--- config.mk ---
export PLATFORM = sky130hd
export DESIGN_NAME = afc_mac
export DESIGN_NICKNAME = d
export VERILOG_FILES = /design/src/design/afc_pkg.sv /design/src/design/afc_mac.sv
export SDC_FILE = /design/constraint.sdc
export NUM_CORES = 2
export LEC_CHECK = 0
export BUFFER_PORTS_ARGS = -buffer_cell sky130_fd_sc_hd__buf_2
export CORE_UTILIZATION = 50
export DETAILED_ROUTE_END_ITERATION = 16
export GPL_TIMING_DRIVEN = 0
export PLACE_DENSITY = 0.67
export RECOVER_POWER = 25
export SLEW_MARGIN = 10
export SYNTH_ARGS = -nofsm -noshare
export SYNTH_HDL_FRONTEND = slang
export SYNTH_SLANG_ARGS = --single-unit
export TNS_END_PERCENT = 20
--- constraint.sdc ---
create_clock -name clk -period 11.76 [get_ports clk]
set_input_delay 1.764 -clock clk [delete_from_list [all_inputs] [get_ports clk]]
set_output_delay 1.764 -clock clk [all_outputs]
set_load 0.03 [all_outputs]
--- src/design/afc_pkg.sv ---
// ----------------------------------------------------------------------------
// afc_pkg
// types and constants shared by the aabb frustum cull core
// ----------------------------------------------------------------------------
package afc_pkg;

    // item commands
    localparam logic [1:0] CMD_LOAD_PLANE    = 2'd0;
    localparam logic [1:0] CMD_BEGIN_CHUNK   = 2'd1;
    localparam logic [1:0] CMD_TEST_INSTANCE = 2'd2;
    localparam logic [1:0] CMD_NONE          = 2'd3;

    // configuration register indexes
    localparam int CFG_INDEX_W = 3;
    localparam int CFG_DATA_W  = 64;
    localparam logic [CFG_INDEX_W-1:0] REG_CAMERA_CULL_ENABLE  = 3'd0;
    localparam logic [CFG_INDEX_W-1:0] REG_CAMERA_X            = 3'd1;
    localparam logic [CFG_INDEX_W-1:0] REG_CAMERA_Y            = 3'd2;
    localparam logic [CFG_INDEX_W-1:0] REG_CAMERA_Z            = 3'd3;
    localparam logic [CFG_INDEX_W-1:0] REG_CULL_RADIUS_SQUARED = 3'd4;

    // 20000.0 squared as unsigned q32.32
    localparam logic [63:0] RADIUS_SQ_RESET = 64'd1717986918400000000;

    // multiplier operands: 2*a +/- s or a camera offset, both fit 34 bits
    localparam int OP_W  = 34;
    // product and accumulator width, holds three products plus the offset term
    localparam int ACC_W = 2 * OP_W;
    // q16.16 distance is doubled and moved to q32.32
    localparam int DIST_SHIFT = 17;

    typedef struct packed {
        logic signed [31:0] nx;
        logic signed [31:0] ny;
        logic signed [31:0] nz;
        logic signed [31:0] offset;
    } afc_plane_t;

    typedef struct packed {
        logic issue;
        logic first;
        logic last;
        logic tail;
    } afc_mac_ctrl_t;

    typedef struct packed {
        logic done;
        logic tail;
    } afc_mac_stat_t;

endpackage

--- src/design/afc_mac.sv ---
// ----------------------------------------------------------------------------
// afc_mac
// shared multiply-accumulate unit: registered product, then wide accumulate
// ----------------------------------------------------------------------------
module afc_mac (
    input  logic                            clk,
    input  logic                            rst_n,
    input  afc_pkg::afc_mac_ctrl_t          ctrl,
    input  logic signed [afc_pkg::OP_W-1:0] op_a,
    input  logic signed [afc_pkg::OP_W-1:0] op_b,
    input  logic signed [afc_pkg::ACC_W-1:0] init,
    output logic signed [afc_pkg::ACC_W-1:0] acc,
    output afc_pkg::afc_mac_stat_t          stat
);
    import afc_pkg::*;

    afc_mac_ctrl_t           ctrl_reg;
    logic signed [ACC_W-1:0] prod_reg;
    logic signed [ACC_W-1:0] init_reg;
    logic signed [ACC_W-1:0] acc_reg;
    logic signed [ACC_W-1:0] acc_next;
    afc_mac_stat_t           stat_reg;
    afc_mac_stat_t           stat_next;
    logic signed [ACC_W-1:0] prod_next;

    assign prod_next = op_a * op_b;

    // first product of a group starts from the init term
    always_comb
    begin
        acc_next       = (ctrl_reg.first ? init_reg : acc_reg) + prod_reg;
        stat_next.done = ctrl_reg.issue && ctrl_reg.last;
        stat_next.tail = ctrl_reg.issue && ctrl_reg.tail;
    end

    always_ff @(posedge clk or negedge rst_n)
    begin
        if (!rst_n)
        begin
            ctrl_reg <= '0;
            stat_reg <= '0;
        end
        else
        begin
            ctrl_reg <= ctrl;
            stat_reg <= stat_next;
        end
    end

    always_ff @(posedge clk)
    begin
        prod_reg <= prod_next;
        init_reg <= init;
        if (ctrl_reg.issue)
        begin
            acc_reg <= acc_next;
        end
    end

    assign acc  = acc_reg;
    assign stat = stat_reg;

endmodule

==> results.txt <==
Status -> finished, violations left
Failing checks -> max-capacitance violations, max-slew violations
Hold Crit Depth -> 1
Met2 wire len -> 77600 um
Clk slew on worst S/H paths -> 0.07 ns
Fin nets -> 7295
Vias -> 39300
GRT Total Usage -> 36.8%
Top post-synthesis cells by count -> inv_1 (1269), fa_1 (1242), and2_1 (618)
R2r endpoint -> acc[65]$_DFFE_PP_
Root buf cell -> clkbuf_16
CTS tree -> done
Post-cts sizing count -> 0
Die ar. -> 0.104 mm2
Final hold violation count -> 0
Synth unique cells -> 90
RSZ-0062 raised after global routing -> false
Maxcap violations -> 1
Final worst-path cycle share -> 92.5%
Initial core utilization -> 50.5%
Worst R2R Path Depth -> 16
Synthesized cell area -> 0.0515 mm2
Post-Place Setup Slack -> 0.650 ns
Clock buffer depth -> 3
Routed len/inst -> 26.6 um
Min-Delay Startpoint -> ctrl_reg[0]$_DFF_PN0_
Syn Inst Count -> 5409
Syn Nets -> 7064
First DRT Iteration DRCs -> 4215
Number of global-route vias before repair -> 40900
Synth top area share -> 48.3%
Initial antenna violation count -> 33
M1 WL -> 70600 um
Slew HR -> -89.1%
Crit path launch type -> primary input
FMAX -> 0.0920 GHz
Worst hold path type -> flop to flop
Io pins -> 212
Crit path time final -> 10.88 ns
# port buffers -> 208
CP endpoint kind -> flop
Syn_area_per_cell -> 9.53 um2
Final Wtd Congestion -> 1.09
Number of buffers added for setup after CTS -> 0
Clk sinks -> 210
Main synth FF type -> dfxtp_1
Hold Path Sink -> stat[0]$_DFF_PN0_
Clock latency on the worst-skew pair -> 0.51 ns
# DRC -> 0
Worst path required time -> 12.14 ns
Antenna Nets Post-Route -> 0
Total Neg Setup Slack -> 0 ns
Largest net degree at the start of global routing -> 55
Post-DR vias/cell -> 5.59
Gr ovfl total -> 0
Final setup vio count -> 0
Area grow syn2layout -> 6.66%
Layout Skew -> 0.0156 ns
First-pass DRT Iterations -> 8
Synthesis warning total -> 0
Setup ws final -> 0.885 ns
Htree depth -> 1
R2r startpoint -> ctrl_reg[2]$_DFF_PN0_
Max-slew violations -> 55
Core Rows -> 117
Post-synth ARST share -> 2.86%
Cts bufs inserted -> 19
Worst slew pin tran -> 2.84 ns
First-pass GRT wire length -> 273000 um
EDFF count, synth -> 68
Core Area -> 0.102 mm2
FF+latch count, synth -> 210
Critical path type -> primary input to flop
Flop2flop setup slack -> 6.02 ns
Post-Route WL -> 187000 um
DP HPWL -> 154000 um
Most common cell in the netlist -> inv_1
CTS Hold Bufs -> 0
Met3 routed WL -> 25500 um
Register area share after synthesis -> 9.54%
Cell taking the most area after synthesis -> fa_1
Top post-synthesis cells by area -> fa_1 (48%), inv_1 (9.2%), and2_1 (7.5%)
Highest metal used -> met5
Die height -> 323 um
Critical path arrival -> 11.26 ns
Layout cells sized above 1 -> 6.40%
Worst-path maximum fanout -> 10
Die W -> 323 um
==> layer usage <==
| layer | vias up | track usage [%] |
|---|---|---|
| met5 | - | 0.324 |
| met4 | 22 | 20.0 |
| met3 | 646 | 13.4 |
| met2 | 2605 | 53.9 |
| met1 | 19600 | 47.3 |
| li1 | 16500 | - |
==> through the flow <==
step / hold slack (ns) / util [%] / std cells / cell area, um2
finish: 0.467 / 53.9 / 7041 / 55000
global route: 0.490 / 53.8 / 7022 / 54900
CTS: 0.468 / 53.8 / 7020 / 54900
detailed placement: 0.450 / 53.3 / 6987 / 54300
global placement: 0.451 / 53.2 / 6985 / 54300
floorplan: 0.428 / - / 5409 / 51500
==> how the worst max path moves through the flow <==
| stage | start | end |
|---|---|---|
| after floorplan | op_b[4] | prod_reg[65]$_DFF_P_ |
| after global placement | op_b[7] | prod_reg[67]$_DFF_P_ |
| after detailed placement | op_a[22] | prod_reg[66]$_DFF_P_ |
| after CTS | op_a[22] | prod_reg[66]$_DFF_P_ |
| after global routing | op_a[22] | prod_reg[66]$_DFF_P_ |
| final | op_a[22] | prod_reg[65]$_DFF_P_ |
==> worst max-delay path, stage by stage <==
cell and delay, ns:
buf_2 0.38, clkbuf_1 0.90, nand2_1 0.19, fa_1 0.52, fa_1 0.55, inv_1 0.07, fa_1 0.64, inv_1 0.11
fa_1 0.51, fa_1 0.54, fa_1 0.52, inv_1 0.06, fa_1 0.52, inv_1 0.05, fa_1 0.57, inv_1 0.08
ha_1 0.28, clkbuf_1 0.29, nand4_1 0.21, nor2_1 0.25, nand3_1 0.22, a211oi_1 0.82, o31a_1 0.35, o2bb2ai_1 0.18
o21a_1 0.26, a221o_1 0.19, a21oi_1 0.07, xnor2_1 0.14
==> cell type report <==
| type | count | area (um2) |
|---|---|---|
| Multi-Input combinational cell | 3662 | 40800 |
| Fill cell | 9363 | 47100 |
| Buffer | 268 | 1050 |
| Inverter | 1269 | 4760 |
| Tap cell | 1368 | 1710 |
| Clock inverter | 9 | 81.3 |
| Sequential cell | 210 | 4910 |
| Antenna cell | 21 | 52.6 |
| Clock buffer | 24 | 514 |
| Timing Repair Buffer | 210 | 1060 |
==> kinds of logic after synthesis <==
kind of cell | count (synthesis) | synth area share [%]
xor+xnor | 142 | 2.41
compound gates | 461 | 5.91
flops | 210 | 9.54
fa+ha+maj | 1513 | 54.8
buf+inv | 1537 | 11.3
mux | 69 | 1.50
simple gates | 1477 | 14.5
==> cell usage in the layout, fill, tap and decap left out, drive strengths merged, types with 4 or more instances in the layout <==
| cell | instances |
|---|---|
| nand4 | 38 |
| fa | 1242 |
| a21oi | 158 |
| clkinv | 6 |
| a31oi | 16 |
| a211oi | 11 |
| nand3b | 4 |
| o21bai | 34 |
| edfxtp | 68 |
| xor2 | 48 |
| inv | 1271 |
| and4 | 6 |
| nor3 | 14 |
| o21ai | 82 |
| xnor2 | 94 |
| buf | 229 |
| nand2 | 613 |
| a21o | 68 |
| clkbuf | 273 |
| o2111ai | 5 |
| and3 | 17 |
| diode | 21 |
| and2 | 618 |
| nor2 | 96 |
| mux2 | 66 |
| nand2b | 15 |
| o41ai | 5 |
| or3 | 6 |
| dfxtp | 136 |
| o21a | 16 |
| dfrtp | 6 |
| nand3 | 29 |
| nor2b | 7 |
| a41oi | 5 |
| a21boi | 9 |
| o211ai | 11 |
| o31ai | 7 |
| ha | 271 |
| a221oi | 4 |
Power is left out: the tool's default activity adds up to more than one toggle a clock period on the data nets, which glitch-free logic cannot reach.
