`src/design/afc_pkg.sv`:
```
// ----------------------------------------------------------------------------
// afc_pkg
// types and constants shared by the aabb frustum cull core
// ----------------------------------------------------------------------------
package afc_pkg;

    // item commands
    localparam logic [1:0] CMD_LOAD_PLANE    = 2'd0;
    localparam logic [1:0] CMD_BEGIN_CHUNK   = 2'd1;
    localparam logic [1:0] CMD_TEST_INSTANCE = 2'd2;
    localparam logic [1:0] CMD_NONE          = 2'd3;

    // configuration register indexes
    localparam int CFG_INDEX_W = 3;
    localparam int CFG_DATA_W  = 64;
    localparam logic [CFG_INDEX_W-1:0] REG_CAMERA_CULL_ENABLE  = 3'd0;
    localparam logic [CFG_INDEX_W-1:0] REG_CAMERA_X            = 3'd1;
    localparam logic [CFG_INDEX_W-1:0] REG_CAMERA_Y            = 3'd2;
    localparam logic [CFG_INDEX_W-1:0] REG_CAMERA_Z            = 3'd3;
    localparam logic [CFG_INDEX_W-1:0] REG_CULL_RADIUS_SQUARED = 3'd4;

    // 20000.0 squared as unsigned q32.32
    localparam logic [63:0] RADIUS_SQ_RESET = 64'd1717986918400000000;

    // multiplier operands: 2*a +/- s or a camera offset, both fit 34 bits
    localparam int OP_W  = 34;
    // product and accumulator width, holds three products plus the offset term
    localparam int ACC_W = 2 * OP_W;
    // q16.16 distance is doubled and moved to q32.32
    localparam int DIST_SHIFT = 17;

    typedef struct packed {
        logic signed [31:0] nx;
        logic signed [31:0] ny;
        logic signed [31:0] nz;
        logic signed [31:0] offset;
    } afc_plane_t;

    typedef struct packed {
        logic issue;
        logic first;
        logic last;
        logic tail;
    } afc_mac_ctrl_t;

    typedef struct packed {
        logic done;
        logic tail;
    } afc_mac_stat_t;

endpackage

```
`src/design/afc_plane_store.sv`:
```
// ----------------------------------------------------------------------------
// afc_plane_store
// frustum plane register file, cleared at reset, one write and one read port
// ----------------------------------------------------------------------------
module afc_plane_store #(
    parameter int NUM_PLANES = 6,
    parameter int PW         = 3
) (
    input  logic                clk,
    input  logic                rst_n,
    input  logic                wr_en,
    input  logic [PW-1:0]       wr_index,
    input  afc_pkg::afc_plane_t wr_data,
    input  logic [PW-1:0]       rd_index,
    output afc_pkg::afc_plane_t rd_data
);
    import afc_pkg::*;

    afc_plane_t entry_reg [NUM_PLANES];

    always_ff @(posedge clk or negedge rst_n)
    begin
        if (!rst_n)
        begin
            for (int i = 0; i < NUM_PLANES; i++)
            begin
                entry_reg[i] <= '0;
            end
        end
        else if (wr_en)
        begin
            entry_reg[wr_index] <= wr_data;
        end
    end

    assign rd_data = entry_reg[rd_index];

endmodule

```
`config.mk`:
```
export PLATFORM = sky130hd
export DESIGN_NAME = afc_plane_store
export DESIGN_NICKNAME = d
export VERILOG_FILES = /design/src/design/afc_pkg.sv /design/src/design/afc_plane_store.sv
export SDC_FILE = /design/constraint.sdc
export NUM_CORES = 1
export LEC_CHECK = 0
export BUFFER_PORTS_ARGS = -buffer_cell sky130_fd_sc_hd__buf_2
export CAP_MARGIN = 40
export CELL_PAD_IN_SITES_DETAIL_PLACEMENT = 1
export CELL_PAD_IN_SITES_GLOBAL_PLACEMENT = 1
export CORE_UTILIZATION = 56
export CTS_BUF_LIST = sky130_fd_sc_hd__clkbuf_4
export DETAILED_ROUTE_END_ITERATION = 8
export PLACE_DENSITY = 0.95
export SYNTH_ARGS = -nofsm -noshare
export SYNTH_HDL_FRONTEND = slang
export SYNTH_SLANG_ARGS = --single-unit
```
`constraint.sdc`:
```
create_clock -name clk -period 3.8 [get_ports clk]
set_clock_uncertainty 0.1 [all_clocks]
set_input_delay 0.57 -clock clk [delete_from_list [all_inputs] [get_ports clk]]
set_output_delay 0.57 -clock clk [all_outputs]
set_load 0.005 [all_outputs]
```
==> results of run 1 <==
==> metrics by stage <==
stage / hold slack, ns / setup WS, ns
3_5_place_dp: 0.381 / 0.913
3_3_place_gp: 0.366 / 0.994
5_1_grt: 0.0714 / 0.669
4_1_cts: 0.0633 / 0.781
6_report: 0.0895 / 0.730
2_1_floorplan: 0.174 / 1.49
==> cells in the mapped netlist <==
cell	instances	area [um^2]
o221ai_1	128	1120
nor3_1	2	10.0
clkbuf_1	32	120
nand2b_1	3	18.8
dfrtp_1	768	19200
mux2i_1	256	2560
mux2_1	12	135
nor3b_2	2	25.0
buf_2	84	420
mux2_2	884	9950
buf_4	32	240
nor2_1	1	3.75
nand2_1	129	484
buf_1	12	45.0
nand4b_1	2	17.5
buf_6	10	113
==> cell type report <==
cell class | count | area [um^2] | share of cell area
repair buffers | 451 | 3480 | 0.0857
well taps | 782 | 978 | 0.0241
flip-flops and latches | 768 | 19200 | 0.473
multi-input cells | 1419 | 14400 | 0.354
clock inverters | 41 | 299 | 0.00735
diodes | 10 | 25.0 | 0.000615
clock buffers | 304 | 2280 | 0.0561
==> timing repair <==
| action | 4_1_cts | 5_1_grt |
|---|---|---|
| endpoints found under the hold margin | 850 | 0 |
| setup buffers | 0 | 0 |
| hold buffers | 129 | 0 |
==> where the power goes <==
| part | switching [mW] | internal [mW] |
|---|---|---|
| registers | 1.31 | 9.98 |
| logic | 2.29 | 2.46 |
| clock network | 3.96 | 3.90 |
==> path summary, 6_finish.rpt <==
kind	cells past startpoint	to	start	slack (ns)
setup / recovery	3	rd_data[64]	entry_reg[320]$_DFFE_PN0P_	0.73
hold / removal	2	entry_reg[225]$_DFFE_PN0P_	rst_n	0.09
hold reg to reg	1	entry_reg[226]$_DFFE_PN0P_	entry_reg[226]$_DFFE_PN0P_	0.40
max in group asynchronous	3	entry_reg[149]$_DFFE_PN0P_	rst_n	2.20
setup reg to reg	1	entry_reg[320]$_DFFE_PN0P_	entry_reg[320]$_DFFE_PN0P_	2.74
min in group clk	3	entry_reg[337]$_DFFE_PN0P_	wr_data[81]	0.23
==> kinds of logic after synthesis <==
group	synth area share
AO/OA/AOI/OAI	0.0325
buffers and inverters	0.0272
flip-flops	0.557
multiplexers	0.367
AND/OR/NAND/NOR	0.0162
==> layer usage <==
layer	share of wire	vias to the layer above
met2	0.52	1101
met5	0.00011	-
met4	0.051	2
met1	0.37	12800
li1	-	9747
met3	0.058	411
==> flow_summary.json, run 1 <==
{
  "synth_seq_cells": 768,
  "busiest_layer": "met2",
  "ys_warn_count": 0,
  "critPathLaunchType": "flip-flop",
  "post_drt_wl_per_cell_um": 31.8,
  "use_met3": 0.0954,
  "cp-end-kind": "output pin",
  "area_delta_synth_final_pct": 17.9,
  "dp.cells": 3291,
  "syn_nets": 2494,
  "period_share": 0.808,
  "final_nets": 2975,
  "run_status": "finished, final reports clean",
  "critPathMaxStageDelay_ns": 0.49,
  "cp_max_fo": 2,
  "max_freq_ghz": 0.326,
  "drt_wl_total_mm": 120,
  "ir_drop_mv": 0.485,
  "layout_min_cycle_time_ns": 3.07,
  "final_common_cell": "mux2_2",
  "insertion_delay_ns": 1.07,
  "syn_avg_cell_area_um2": 14.6,
  "cts_resized": 0,
  "finalPower_mw": 23.9,
  "tns_ns": 0,
  "largest_reg_flops": 768,
  "grt_util_met1": 0.449,
  "port_buffers": 264,
  "core_um2": 60600,
  "crit_arrival_ns": 2.40,
  "use_met2": 0.664,
  "post_dp_cell_area_um2": 36800,
  "hold_viol_final": 0,
  "syn_inst": 2357,
  "cts_made_buffers": 198,
  "ant_nets": 0,
  "fillCellCount": 5622,
  "drtIter0Drc": 1702,
  "slowest_stage": "dfrtp_1",
  "start_util": 0.569,
  "hpwl_mm": 59.6,
  "first_global_vias": 28500,
  "powerDensity_nw_per_um2": 588,
  "hold_path_class": "input port to async pin",
  "critPathKind": "flip-flop to output pin",
  "layout_common_cells": "884 x mux2_2, 768 x dfrtp_1, 304 x clkbuf_4",
  "grt_pass1_wl_mm": 183,
  "antenna_found_initial": 9,
  "drcViolationCount": 0,
  "setup_viol": 0,
  "grt_max_degree": 129,
  "design_area_um2": 40700,
  "grt_overflow": 0,
  "maxCapViolations": 0,
  "fin_util": 0.671,
  "drv_slew": 0,
  "cts_tree": "built",
  "ios": 265,
  "synth_cell_types": 16,
  "grt.total_usage": 0.391,
  "rsz0062_at_grt": "false",
  "synth.cell_area_um2": 34500,
  "cts_root_buf": "clkbuf_4",
  "clock_sinks": 768,
  "ctsHtreeMaxLevel": 4,
  "worst_pin_slew_ns": 1.19,
  "cp_top_family": "flip-flops",
  "synth-seq-area-share": 0.557,
  "rows": 90,
  "leakage_nw": 18.5,
  "die_x_um": 250,
  "clock_path_buffers": 3,
  "vias_per_cell": 6.37,
  "clkTransAtPathRegs_ns": 0.11,
  "gp_congestion": 0.792,
  "cp_cell_sequence": "mux2i_1 -> o221ai_1 -> buf_2",
  "die_y_um": 250,
  "crit_buf_inv": 1,
  "layout-drive-gt1-share": 0.514,
  "dr.pass1.iters": 5,
  "vias": 24000,
  "dieArea_um2": 62600,
  "instances_no_fill": 3775,
  "worstPathRequired_ns": 3.13,
  "max-slew-margin-rel": 0.205
}
No activity file was read; power rests on OpenSTA's default activity.
==> run 2, diff against run 1 <==
CORE_UTILIZATION = 47   (was 56)
PLACE_DENSITY = 0.88   (was 0.95)
clock period = 2.55 ns   (was 3.8 ns; I/O delays follow)
==> run 2 against run 1 <==
Effect of this change: the run now ends with setup timing left; global-route usage down 5.3 points; critical path depth unchanged; die area up 19%; first-iteration DRC count down 5.2%; largest power group unchanged; non-clock buffer count up 287; sequential power up 50%; worst setup slack worse by 0.94 ns; utilization down 4.4 points.
==> flow_summary.json, run 2 (synthesis gave the netlist of run 1 again) <==
{
  "run_status": "complete, but fails checks",
  "violations": "setup timing",
  "clock_sinks": 768,
  "finalPower_mw": 37.6,
  "fin_util": 0.628,
  "grt.total_usage": 0.338,
  "dr.pass1.iters": 5,
  "insertion_delay_ns": 1.04,
  "clock_path_buffers": 3,
  "cp_max_fo": 2,
  "cts_made_buffers": 198,
  "worst_pin_slew_ns": 0.598,
  "dp_slack_ns": 0.279,
  "drt_wl_total_mm": 133,
  "drv_slew": 0,
  "final_common_cell": "mux2_2",
  "hold_slack_ns": 0.0692,
  "max_freq_ghz": 0.362,
  "fillCellCount": 6705,
  "cts_root_buf": "clkbuf_4",
  "port_buffers": 264,
  "critPathKind": "flip-flop to output pin",
  "tns_ns": -5.64,
  "design_area_um2": 45200,
  "drtIter0Drc": 1614,
  "instances_no_fill": 4221,
  "vias": 25500,
  "rows": 98,
  "cp-end-kind": "output pin",
  "worstPathRequired_ns": 2.07,
  "setup_viol": 101,
  "layout_common_cells": "779 x mux2_2, 767 x dfrtp_1, 295 x clkbuf_4",
  "grt_pass1_wl_mm": 190,
  "hold_path_class": "input port to flip-flop",
  "powerDensity_nw_per_um2": 832,
  "dieArea_um2": 74500,
  "max-slew-margin-rel": 0.601,
  "leakage_nw": 20.5,
  "core_um2": 72100,
  "rsz0062_at_grt": "true",
  "start_util": 0.478,
  "ctsHtreeMaxLevel": 4,
  "ant_nets": 0,
  "largest_reg_flops": 768,
  "clkTransAtPathRegs_ns": 0.07,
  "hpwl_mm": 58.8,
  "hold_viol_final": 0,
  "dp.cells": 3502,
  "die_x_um": 273,
  "vias_per_cell": 6.03,
  "layout-drive-gt1-share": 0.604,
  "maxCapViolations": 0,
  "drcViolationCount": 0,
  "crit_arrival_ns": 2.28,
  "cts_tree": "built",
  "antenna_found_initial": 8,
  "grt_max_degree": 73,
  "final_nets": 3262,
  "critPathLaunchType": "flip-flop",
  "ios": 265,
  "die_y_um": 273,
  "ir_drop_mv": 0.620,
  "timing.final.ws_setup_ns": -0.209,
  "post_drt_wl_per_cell_um": 31.4,
  "gp_congestion": 0.791,
  "layout_min_cycle_time_ns": 2.76,
  "post_dp_cell_area_um2": 37600,
  "first_global_vias": 29700,
  "period_share": 1.08,
  "grt_overflow": 0,
  "area_delta_synth_final_pct": 31.2
}
[run 2: routing by layer]
| metal | up-vias | wire length (um) | global-route usage | share of wire |
|---|---|---|---|---|
| met5 | - | 27 | 0 | 0.00020 |
| met4 | 4 | 7940 | 0.193 | 0.060 |
| met3 | 544 | 7550 | 0.0735 | 0.057 |
| met2 | 1191 | 67900 | 0.594 | 0.51 |
| met1 | 13400 | 49100 | 0.379 | 0.37 |
| li1 | 10300 | - | - | - |
[run 2: what timing repair did]
item                        CTS  global route
setup buffers                56            80
gates cloned                  0             0
gates resized for setup     222           174
setup endpoints to repair   128           127
pin swaps                     3             1
hold endpoints to repair   1524             0
hold buffers                237             0
[run 2: final timing paths]
check / from / depth (start not counted) / to / slack, ns
min in group asynchronous: rst_n / 4 / entry_reg[645]$_DFFE_PN0P_ / 0.61
max in group asynchronous: rst_n / 5 / entry_reg[85]$_DFFE_PN0P_ / 1.15
setup / recovery: entry_reg[74]$_DFFE_PN0P_ / 3 / rd_data[74] / -0.21
setup reg to reg: entry_reg[661]$_DFFE_PN0P_ / 3 / entry_reg[661]$_DFFE_PN0P_ / 0.98
hold / removal: wr_data[34] / 3 / entry_reg[290]$_DFFE_PN0P_ / 0.07
hold reg to reg: entry_reg[226]$_DFFE_PN0P_ / 1 / entry_reg[226]$_DFFE_PN0P_ / 0.39
[run 2: cell type report]
cell class,instances,area (um^2),share of cell area
clock buffers,295,2210,0.0489
clock inverters,39,264,0.00583
flip-flops and latches,768,19200,0.425
well taps,950,1190,0.0263
multi-input cells,1419,16100,0.355
repair buffers,738,6250,0.138
diodes,12,30.0,0.000664
[run 2: power by group]
| group | internal [mW] | switching (mW) |
|---|---|---|
| Clock | 5.48 | 6.15 |
| Combinational | 4.92 | 4.19 |
| Sequential | 14.9 | 2.01 |
[run 2: worst max-delay path, cell delays in order (launching register included)]
cell and delay, ns:
dfrtp_1 0.40, mux2i_1 0.41, o221ai_4 0.20, buf_2 0.18
==> run 3, diff against run 2 <==
--- a/config.mk
+++ b/config.mk
@@ -10,4 +10,5 @@
 export CELL_PAD_IN_SITES_DETAIL_PLACEMENT = 1
 export CELL_PAD_IN_SITES_GLOBAL_PLACEMENT = 1
+export CORE_ASPECT_RATIO = 1.25
 export CORE_UTILIZATION = 47
 export CTS_BUF_LIST = sky130_fd_sc_hd__clkbuf_4
==> constraint.sdc (replaced) <==
create_clock -name clk -period 2.4 [get_ports clk]
set_clock_uncertainty 0.1 [all_clocks]
set_input_delay 0.24 -clock clk [delete_from_list [all_inputs] [get_ports clk]]
set_output_delay 0.24 -clock clk [all_outputs]
set_load 0.005 [all_outputs]
==> run 3 against run 2 <==
Effect of this change: first-iteration DRC count down 13%; worst hold slack improved by 0.21 ns; critical path type unchanged; design area rose by 0.25%; combinational power grew 4.8%; global-route usage decreased by 0.61 points; the run still ends with setup timing left.
==> flow_summary.json, run 3 (synthesis gave the netlist of run 1 again) <==
{
  "worstPathRequired_ns": 2.06,
  "largest_reg_flops": 768,
  "swShare": 0.318,
  "leakage_nw": 20.5,
  "dr_wl_met2_mm": 66.8,
  "setup_viol": 105,
  "max_freq_ghz": 0.374,
  "layout-drive-gt1-share": 0.579,
  "wl_met1_mm": 47.0,
  "worst_pin_slew_ns": 0.721,
  "ios": 265,
  "final_common_cell": "mux2_2",
  "pwr-share-seq": 0.461,
  "clkTransAtPathRegs_ns": 0.10,
  "maxCapViolations": 0,
  "insertion_delay_ns": 1.11,
  "ir_drop_mv": 0.558,
  "cp_top_family": "flip-flops",
  "instances_no_fill": 4224,
  "cp-end-kind": "output pin",
  "design_area_um2": 45400,
  "core_um2": 72300,
  "gp_congestion": 0.775,
  "drtIter0Drc": 1398,
  "cts_tree": "built",
  "grt_pass1_wl_mm": 187,
  "violations": "setup timing",
  "period_share": 1.11,
  "dieArea_um2": 74500,
  "antenna_found_initial": 13,
  "area_delta_synth_final_pct": 31.5,
  "hold_viol_final": 0,
  "port_buffers": 264,
  "hold_path_class": "input port to flip-flop",
  "ant_nets": 0,
  "vias_per_cell": 5.89,
  "maxUsedRoutingLayer": "met5",
  "drv_slew": 0,
  "grt_overflow": 0,
  "critPathMaxStageDelay_ns": 0.43,
  "rows": 110,
  "ctsHtreeMaxLevel": 4,
  "hpwl_mm": 58.3,
  "grt.total_usage": 0.332,
  "cp_max_fo": 2,
  "finalPower_mw": 38.6,
  "crit_arrival_ns": 2.33,
  "cp_cell_sequence": "mux2i_1 -> o221ai_4 -> buf_2",
  "intPower_mw": 26.4,
  "rsz0062_at_grt": "true",
  "start_util": 0.477,
  "die_x_um": 244,
  "clkPwrFrac": 0.291,
  "clock_path_buffers": 3,
  "dr.pass1.iters": 5,
  "run_status": "complete, but fails checks",
  "p_comb_frac": 0.248,
  "post_drt_wl_per_cell_um": 29.9,
  "post_dp_cell_area_um2": 37600,
  "fillCellCount": 6731,
  "powerDensity_nw_per_um2": 851,
  "layout_common_cells": "813 x mux2_2, 768 x dfrtp_1, 269 x dlygate4sd3_1",
  "final_nets": 3285,
  "timing.final.ws_setup_ns": -0.273,
  "vias": 24900,
  "critPathLaunchType": "flip-flop",
  "drt_wl_total_mm": 126,
  "slowest_stage": "dfrtp_1",
  "clock_sinks": 768,
  "tns_ns": -6.09,
  "first_global_vias": 29400,
  "cts_root_buf": "clkbuf_4",
  "layout_min_cycle_time_ns": 2.67,
  "die_y_um": 305,
  "max-slew-margin-rel": 0.520,
  "drcViolationCount": 0,
  "cts_made_buffers": 189,
  "p_switching_mw": 12.3,
  "critPathKind": "flip-flop to output pin",
  "dr_wl_met3_mm": 5.71,
  "dp.cells": 3511,
  "grt_max_degree": 71,
  "crit_buf_inv": 1
}
run 3: cell types whose count changed in the layout (fill, tap and decap cells not counted), sizes merged:
cell	delta
bufinv	+2
inv	-4
clkinv	+6
dlygate4sd3	+33
clkbuf	-36
buf	-1
diode	+2
clkinvlp	-1
run 3: layout make-up:
cell class                 count  area (um^2)  area share
clock inverter                42          284     0.00626
tap                          952         1190      0.0263
sequential                   768        19200       0.424
timing repair buffer         770         6560       0.145
antenna                       14         35.0    0.000772
multi-input combinational   1419        16100       0.356
clock buffer                 259         1940      0.0429
run 3: tightest hold or removal path, stage by stage:
cell	delay, ns
dlygate4sd3_1	0.54
buf_2	0.23
nor3b_4	0.08
buf_12	0.16
mux2_1	0.20
run 3: per-layer routing:
layer | vias up | global-route usage
met5 | - | 0
met2 | 952 | 0.589
met4 | 4 | 0.186
li1 | 10400 | -
met3 | 412 | 0.0652
met1 | 13200 | 0.371
run 3: per-stage QoR:
stage           util  hold WS (ns)  worst slack [ns]
5_1_grt        0.628         0.201            -0.397
2_1_floorplan      -        -0.156             0.753
3_5_place_dp   0.521         0.151             0.311
3_3_place_gp   0.521         0.146             0.368
6_report       0.628         0.277            -0.273
4_1_cts        0.613         0.143            -0.183
run 3: power groups by stage:
stage | registers [mW] | clock network (mW) | logic [mW]
after floorplan | 17.0 | 0 | 4.53
after global placement | 17.2 | 0 | 6.24
after detailed placement | 17.6 | 0 | 6.70
after CTS | 17.4 | 10.9 | 8.20
after global routing | 18.0 | 12.1 | 10.1
final | 17.8 | 11.2 | 9.56
run 3: worst paths after layout:
kind                                             from                    endpoint  slack [ns]  cells after the start
hold reg to reg            entry_reg[227]$_DFFE_PN0P_  entry_reg[227]$_DFFE_PN0P_        0.40                      1
setup reg to reg           entry_reg[630]$_DFFE_PN0P_  entry_reg[630]$_DFFE_PN0P_        0.94                      2
max in group asynchronous                       rst_n  entry_reg[226]$_DFFE_PN0P_        0.94                      6
hold / removal                            wr_index[1]  entry_reg[253]$_DFFE_PN0P_        0.28                      5
setup / recovery           entry_reg[216]$_DFFE_PN0P_                 rd_data[88]       -0.27                      3
min in group asynchronous                       rst_n  entry_reg[673]$_DFFE_PN0P_        0.33                      4
run 3: repair_timing:
item,4_1_cts,5_1_grt
setup buffers,61,66
hold buffers,271,0
resized for setup,248,101
pin swaps,17,1
setup endpoints to repair,128,128
hold endpoints to repair,1536,0
